<file path="src/rtl/afk_pkg.sv">
`default_nettype none
package afk_pkg;

   localparam int TW = 27;
   localparam int ZW = 24;
   localparam int CORDIC_STEPS = 16;
   localparam int CST = CORDIC_STEPS + 2;
   localparam int POST_STAGES = 6;
   localparam int NST = CST + POST_STAGES;
   localparam int POSITION_FRAC_BITS = 14;

   localparam logic signed [ZW-1:0] PI_Q20 = 24'sd3294199;
   localparam logic signed [ZW-1:0] HALF_PI_Q20 = 24'sd1647099;
   localparam logic signed [TW-1:0] CORDIC_GAIN = 27'sd10188014;

   localparam logic signed [ZW-1:0] ATAN_TAB [CORDIC_STEPS] = '{
      24'sd823550, 24'sd486170, 24'sd256879, 24'sd130396,
      24'sd65451, 24'sd32757, 24'sd16383, 24'sd8192,
      24'sd4096, 24'sd2048, 24'sd1024, 24'sd512,
      24'sd256, 24'sd128, 24'sd64, 24'sd32
   };

   localparam logic REG_D2 = 1'b0;
   localparam logic REG_D4 = 1'b1;

   localparam logic [14:0] D2_RESET = 15'd16417;
   localparam logic [14:0] D4_RESET = 15'd18276;

   function automatic logic signed [16:0] sat_pos(input logic signed [52:0] v);
      logic signed [16:0] r;
      if (v > 53'sd65535) begin
         r = 17'sd65535;
      end else if (v < -53'sd65536) begin
         r = -17'sd65536;
      end else begin
         r = v[16:0];
      end
      return r;
   endfunction

endpackage
`default_nettype wire

</file>
<file path="src/rtl/afk_cordic.sv">
`default_nettype none
module afk_cordic
   import afk_pkg::*;
(
   input  wire logic                  clock,
   input  wire logic [CST-1:0]        stage_en,
   input  wire logic signed [15:0]    angle,
   output logic signed [TW-1:0]       sin_out,
   output logic signed [TW-1:0]       cos_out
);

   logic signed [ZW-1:0] z_raw;
   logic signed [ZW-1:0] z0_in;
   logic                 flip0_in;
   logic signed [TW-1:0] x_ff [CORDIC_STEPS+1];
   logic signed [TW-1:0] y_ff [CORDIC_STEPS+1];
   logic signed [ZW-1:0] z_ff [CORDIC_STEPS+1];
   logic                 flip_ff [CORDIC_STEPS+1];
   logic signed [TW-1:0] x_in [CORDIC_STEPS+1];
   logic signed [TW-1:0] y_in [CORDIC_STEPS+1];
   logic signed [ZW-1:0] z_in [CORDIC_STEPS+1];
   logic signed [TW-1:0] sin_ff;
   logic signed [TW-1:0] cos_ff;

   always_comb begin
      z_raw = {angle[15], angle, 7'b0};
      z0_in = z_raw;
      flip0_in = 1'b0;
      if (z_raw > HALF_PI_Q20) begin
         z0_in = z_raw - PI_Q20;
         flip0_in = 1'b1;
      end else if (z_raw < -HALF_PI_Q20) begin
         z0_in = z_raw + PI_Q20;
         flip0_in = 1'b1;
      end
   end

   always_comb begin
      x_in[0] = CORDIC_GAIN;
      y_in[0] = '0;
      z_in[0] = z0_in;
      for (int k = 1; k <= CORDIC_STEPS; k++) begin
         if (!z_ff[k-1][ZW-1]) begin
            x_in[k] = x_ff[k-1] - (y_ff[k-1] >>> (k - 1));
            y_in[k] = y_ff[k-1] + (x_ff[k-1] >>> (k - 1));
            z_in[k] = z_ff[k-1] - ATAN_TAB[k-1];
         end else begin
            x_in[k] = x_ff[k-1] + (y_ff[k-1] >>> (k - 1));
            y_in[k] = y_ff[k-1] - (x_ff[k-1] >>> (k - 1));
            z_in[k] = z_ff[k-1] + ATAN_TAB[k-1];
         end
      end
   end

   always_ff @(posedge clock) begin
      if (stage_en[0]) begin
         x_ff[0] <= x_in[0];
         y_ff[0] <= y_in[0];
         z_ff[0] <= z_in[0];
         flip_ff[0] <= flip0_in;
      end
      for (int k = 1; k <= CORDIC_STEPS; k++) begin
         if (stage_en[k]) begin
            x_ff[k] <= x_in[k];
            y_ff[k] <= y_in[k];
            z_ff[k] <= z_in[k];
            flip_ff[k] <= flip_ff[k-1];
         end
      end
      if (stage_en[CST-1]) begin
         cos_ff <= flip_ff[CORDIC_STEPS] ? -x_ff[CORDIC_STEPS] : x_ff[CORDIC_STEPS];
         sin_ff <= flip_ff[CORDIC_STEPS] ? -y_ff[CORDIC_STEPS] : y_ff[CORDIC_STEPS];
      end
   end

   assign sin_out = sin_ff;
   assign cos_out = cos_ff;

endmodule
`default_nettype wire

</file>
<file path="config.mk">
export PLATFORM = sky130hd
export DESIGN_NAME = afk_cordic
export DESIGN_NICKNAME = d
export VERILOG_FILES = /design/src/rtl/afk_pkg.sv /design/src/rtl/afk_cordic.sv
export SDC_FILE = /design/constraint.sdc
export NUM_CORES = 2
export LEC_CHECK = 0
export BUFFER_PORTS_ARGS = -buffer_cell sky130_fd_sc_hd__buf_2
export CORE_UTILIZATION = 37
export CTS_CLUSTER_SIZE = 25
export DETAILED_ROUTE_END_ITERATION = 8
export GPL_ROUTABILITY_DRIVEN = 0
export GPL_TIMING_DRIVEN = 0
export PLACE_DENSITY = 0.63
export SLEW_MARGIN = 40
export SYNTH_ARGS = -nofsm -noshare
export SYNTH_HDL_FRONTEND = slang
export SYNTH_SLANG_ARGS = --single-unit
</file>
<file path="constraint.sdc">
create_clock -name clock -period 6.2 [get_ports clock]
set_input_delay 0.31 -clock clock [delete_from_list [all_inputs] [get_ports clock]]
set_output_delay 0.31 -clock clock [all_outputs]
set_load 0.005 [all_outputs]
</file>
==> results.sh <==
export IMPL_hp_class="in -> reg"
export IMPL_hold_end="y_ff[0][80]"
export IMPL_ys_ff_latch=1165
export IMPL_hold_violations=0
export IMPL_ys_warn_count=0
export IMPL_fin_util=0.413
export IMPL_r2r_start="z_ff[0][191]"
export IMPL_nNetsFinal=10500
export IMPL_dieHeight_microns=498
export IMPL_grt_max_degree=66
export IMPL_fin_tns_setup_ns=0
export IMPL_ant_nets=0
export IMPL_clkSinkCount=1165
export IMPL_layout_commonest_cell="edfxtp_1"
export IMPL_critical_path_class="reg -> reg"
export IMPL_dieArea_sq_mm=0.248
export IMPL_grt_pass1_wl_microns=350000
export IMPL_clk_path_buf_depth=3
export IMPL_root_buffer="clkbuf_16"
export IMPL_synth_distinct_cells=88
export IMPL_cts_tree="built"
export IMPL_vias_per_cell=5.42
export IMPL_finalMaxSlewViolations=0
export IMPL_routedWlPerCell_microns=17.2
export IMPL_async_flop_share=0
export IMPL_grt_usage=0.172
export IMPL_holdPathStages=1
export IMPL_fp_row_count=181
export IMPL_portBuffers=84
export IMPL_critPathCaptureType="flop"
export IMPL_post_cts_buffers=0
export IMPL_crit_fanout=10
export IMPL_fmax_mhz=169
export IMPL_r2r_slack_ns=0.28
export IMPL_cp_arrival_ns=6.47
export IMPL_totalWireLength_microns=219000
export IMPL_synth_edff_count=1165
export IMPL_max_cap_violations=0
export IMPL_insertion_delay_ns=0.81
export IMPL_path_clk_slew_ns=0.06
export IMPL_final_cell_mix="edfxtp_1 (1165), ha_1 (1068), xnor2_1 (923)"
export IMPL_ios=89
export IMPL_drive_gt1_frac=0.0447
export IMPL_htreeDepth=4
export IMPL_critPathRequiredTime_ns=6.75
export IMPL_clock_skew_ns=0.0414
export IMPL_outcome="finished clean"
export IMPL_cts_buffers=137
export IMPL_grt_busiest_layer="met2"
export IMPL_netlist_area_sq_mm=0.0910
export IMPL_grt_util_met3=0.0236
export IMPL_antenna_found_initial=2
export IMPL_ys_seq_area_frac=0.384
export IMPL_min_delay_start="stage_en[2]"
export IMPL_die_w_microns=498
export IMPL_avgSynthCellArea_sq_um=9.96
export IMPL_initial_utilization=0.373
export IMPL_gr_total_overflow=0
export IMPL_start_kind="flop"
export IMPL_core_sq_mm=0.244
export IMPL_reg2regPathDepth=15
export IMPL_drc=0
export IMPL_drtPass1Iterations=6
export IMPL_finalSetupViolCount=0
export IMPL_tightestPinTransition_ns=0.836
export IMPL_fin_cells=12700
export IMPL_synthFlopType="edfxtp_1"
export IMPL_hold_ws_ns=0.0745
export IMPL_area_growth_pct=10.7
export IMPL_worstReg2RegEnd="x_ff[1][26]"
export IMPL_syn_inst=9139
export IMPL_first_iter_violations=4352
export IMPL_finalCriticalPeriod_ns=5.92
export IMPL_rsz0062_at_grt="true"
export IMPL_slew_headroom=0.429
export IMPL_first_global_vias=67800
export IMPL_placed_cells=12400
export IMPL_fill_cells=22900
export IMPL_dp_hpwl_microns=175000
export IMPL_use_met1=0.198
export IMPL_finalCritPeriodShare=0.955
export IMPL_postSynthNetCount=10300
export IMPL_met2_usage=0.315
export IMPL_vias=68800
==> worst max path at each step <==
stage	cells after the start	from	slack, ns	endpoint
global placement	17	z_ff[0][167]	-0.02	y_ff[0][215]
global route	17	z_ff[0][143]	-0.07	x_ff[0][187]
CTS	17	z_ff[0][167]	0.21	y_ff[0][215]
finish	15	z_ff[0][191]	0.28	x_ff[1][26]
detailed placement	17	z_ff[0][167]	0.24	y_ff[0][215]
floorplan	14	z_ff[0][71]	1.72	x_ff[0][105]
==> cells in the mapped netlist (34+ instances only) <==
cell type     n  area share
nand2b_1    120      0.0082
inv_1       436       0.018
nand2_1     418       0.017
xnor2_1     923       0.089
nor3_1      282       0.016
nand3_1     158      0.0087
clkbuf_1    101      0.0042
or3_1        62      0.0043
fa_1         44      0.0097
mux2i_1      54      0.0059
ha_1       1068        0.15
edfxtp_1   1165        0.38
and3_1       74      0.0051
a21boi_0     34      0.0028
a211oi_1     67      0.0055
a21oi_1     912       0.050
o21bai_1    136       0.011
nor4_1       61      0.0042
and2_1       49      0.0034
nand4_1      42      0.0029
o21a_1      159       0.013
o21ai_0     418       0.023
a21o_1      313       0.026
a31oi_1      99      0.0068
nor2b_1     128      0.0088
xor2_1      437       0.042
nor2_1      865       0.036
==> through the flow <==
stage          setup slack, ns  instance area (sq um)
2_1_floorplan             1.72                  91000
3_3_place_gp           -0.0191                  95400
3_5_place_dp             0.241                  95900
4_1_cts                  0.213                 101000
5_1_grt                -0.0710                 101000
6_report                 0.278                 101000
==> state kept, by name, indices dropped and copies added (netlist names) <==
name / cells
z_ff: 307
flip_ff: 14
sin_out: 27
cos_out: 27
y_ff: 404
x_ff: 386
==> kinds of logic after synthesis <==
logic type | after synthesis | share of synthesized area
simple gates | 2384 | 0.125
flops | 1165 | 0.384
compound gates | 2469 | 0.170
xor+xnor | 1361 | 0.131
mux | 83 | 0.00953
buf+inv | 565 | 0.0234
fa+ha+maj | 1112 | 0.156
==> timing repair <==
| item | CTS | global route |
|---|---|---|
| hold buffers | 27 | 0 |
| hold endpoints to repair | 249 | 0 |
| setup endpoints to repair | 0 | 5 |
| resized for setup | 0 | 3 |
==> critical path: stages (launching register included) <==
cell	delay, ns
edfxtp_1	0.69
clkbuf_1	0.43
buf_1	0.51
mux2_2	0.47
fa_1	0.44
a21o_1	0.18
a21oi_1	0.31
o21ai_0	0.16
a21oi_1	0.37
o21ai_1	0.25
a211oi_1	0.60
a21oi_1	0.22
or4b_1	0.50
a31o_2	0.25
a21oi_1	0.16
xnor2_1	0.12
==> final cells by class <==
cell class,count,area [sq um],share of cell area
flip-flops and latches,1165,35000,0.347
clock inverters,81,976,0.00969
clock buffers,158,3550,0.0352
inverters,437,1640,0.0163
well taps,3202,4010,0.0398
multi-input cells,7409,54000,0.536
plain buffers,127,492,0.00488
repair buffers,125,1120,0.0111
diodes,1,2.50,0.0000248
==> routing by layer <==
metal,up-vias,share of wire
li1,34100,-
met5,-,0
met1,32600,0.41
met2,1590,0.50
met4,0,0.045
met3,446,0.040
Power is left out: the tool's default activity adds up to more than one toggle a clock period on the data nets, which glitch-free logic cannot reach.
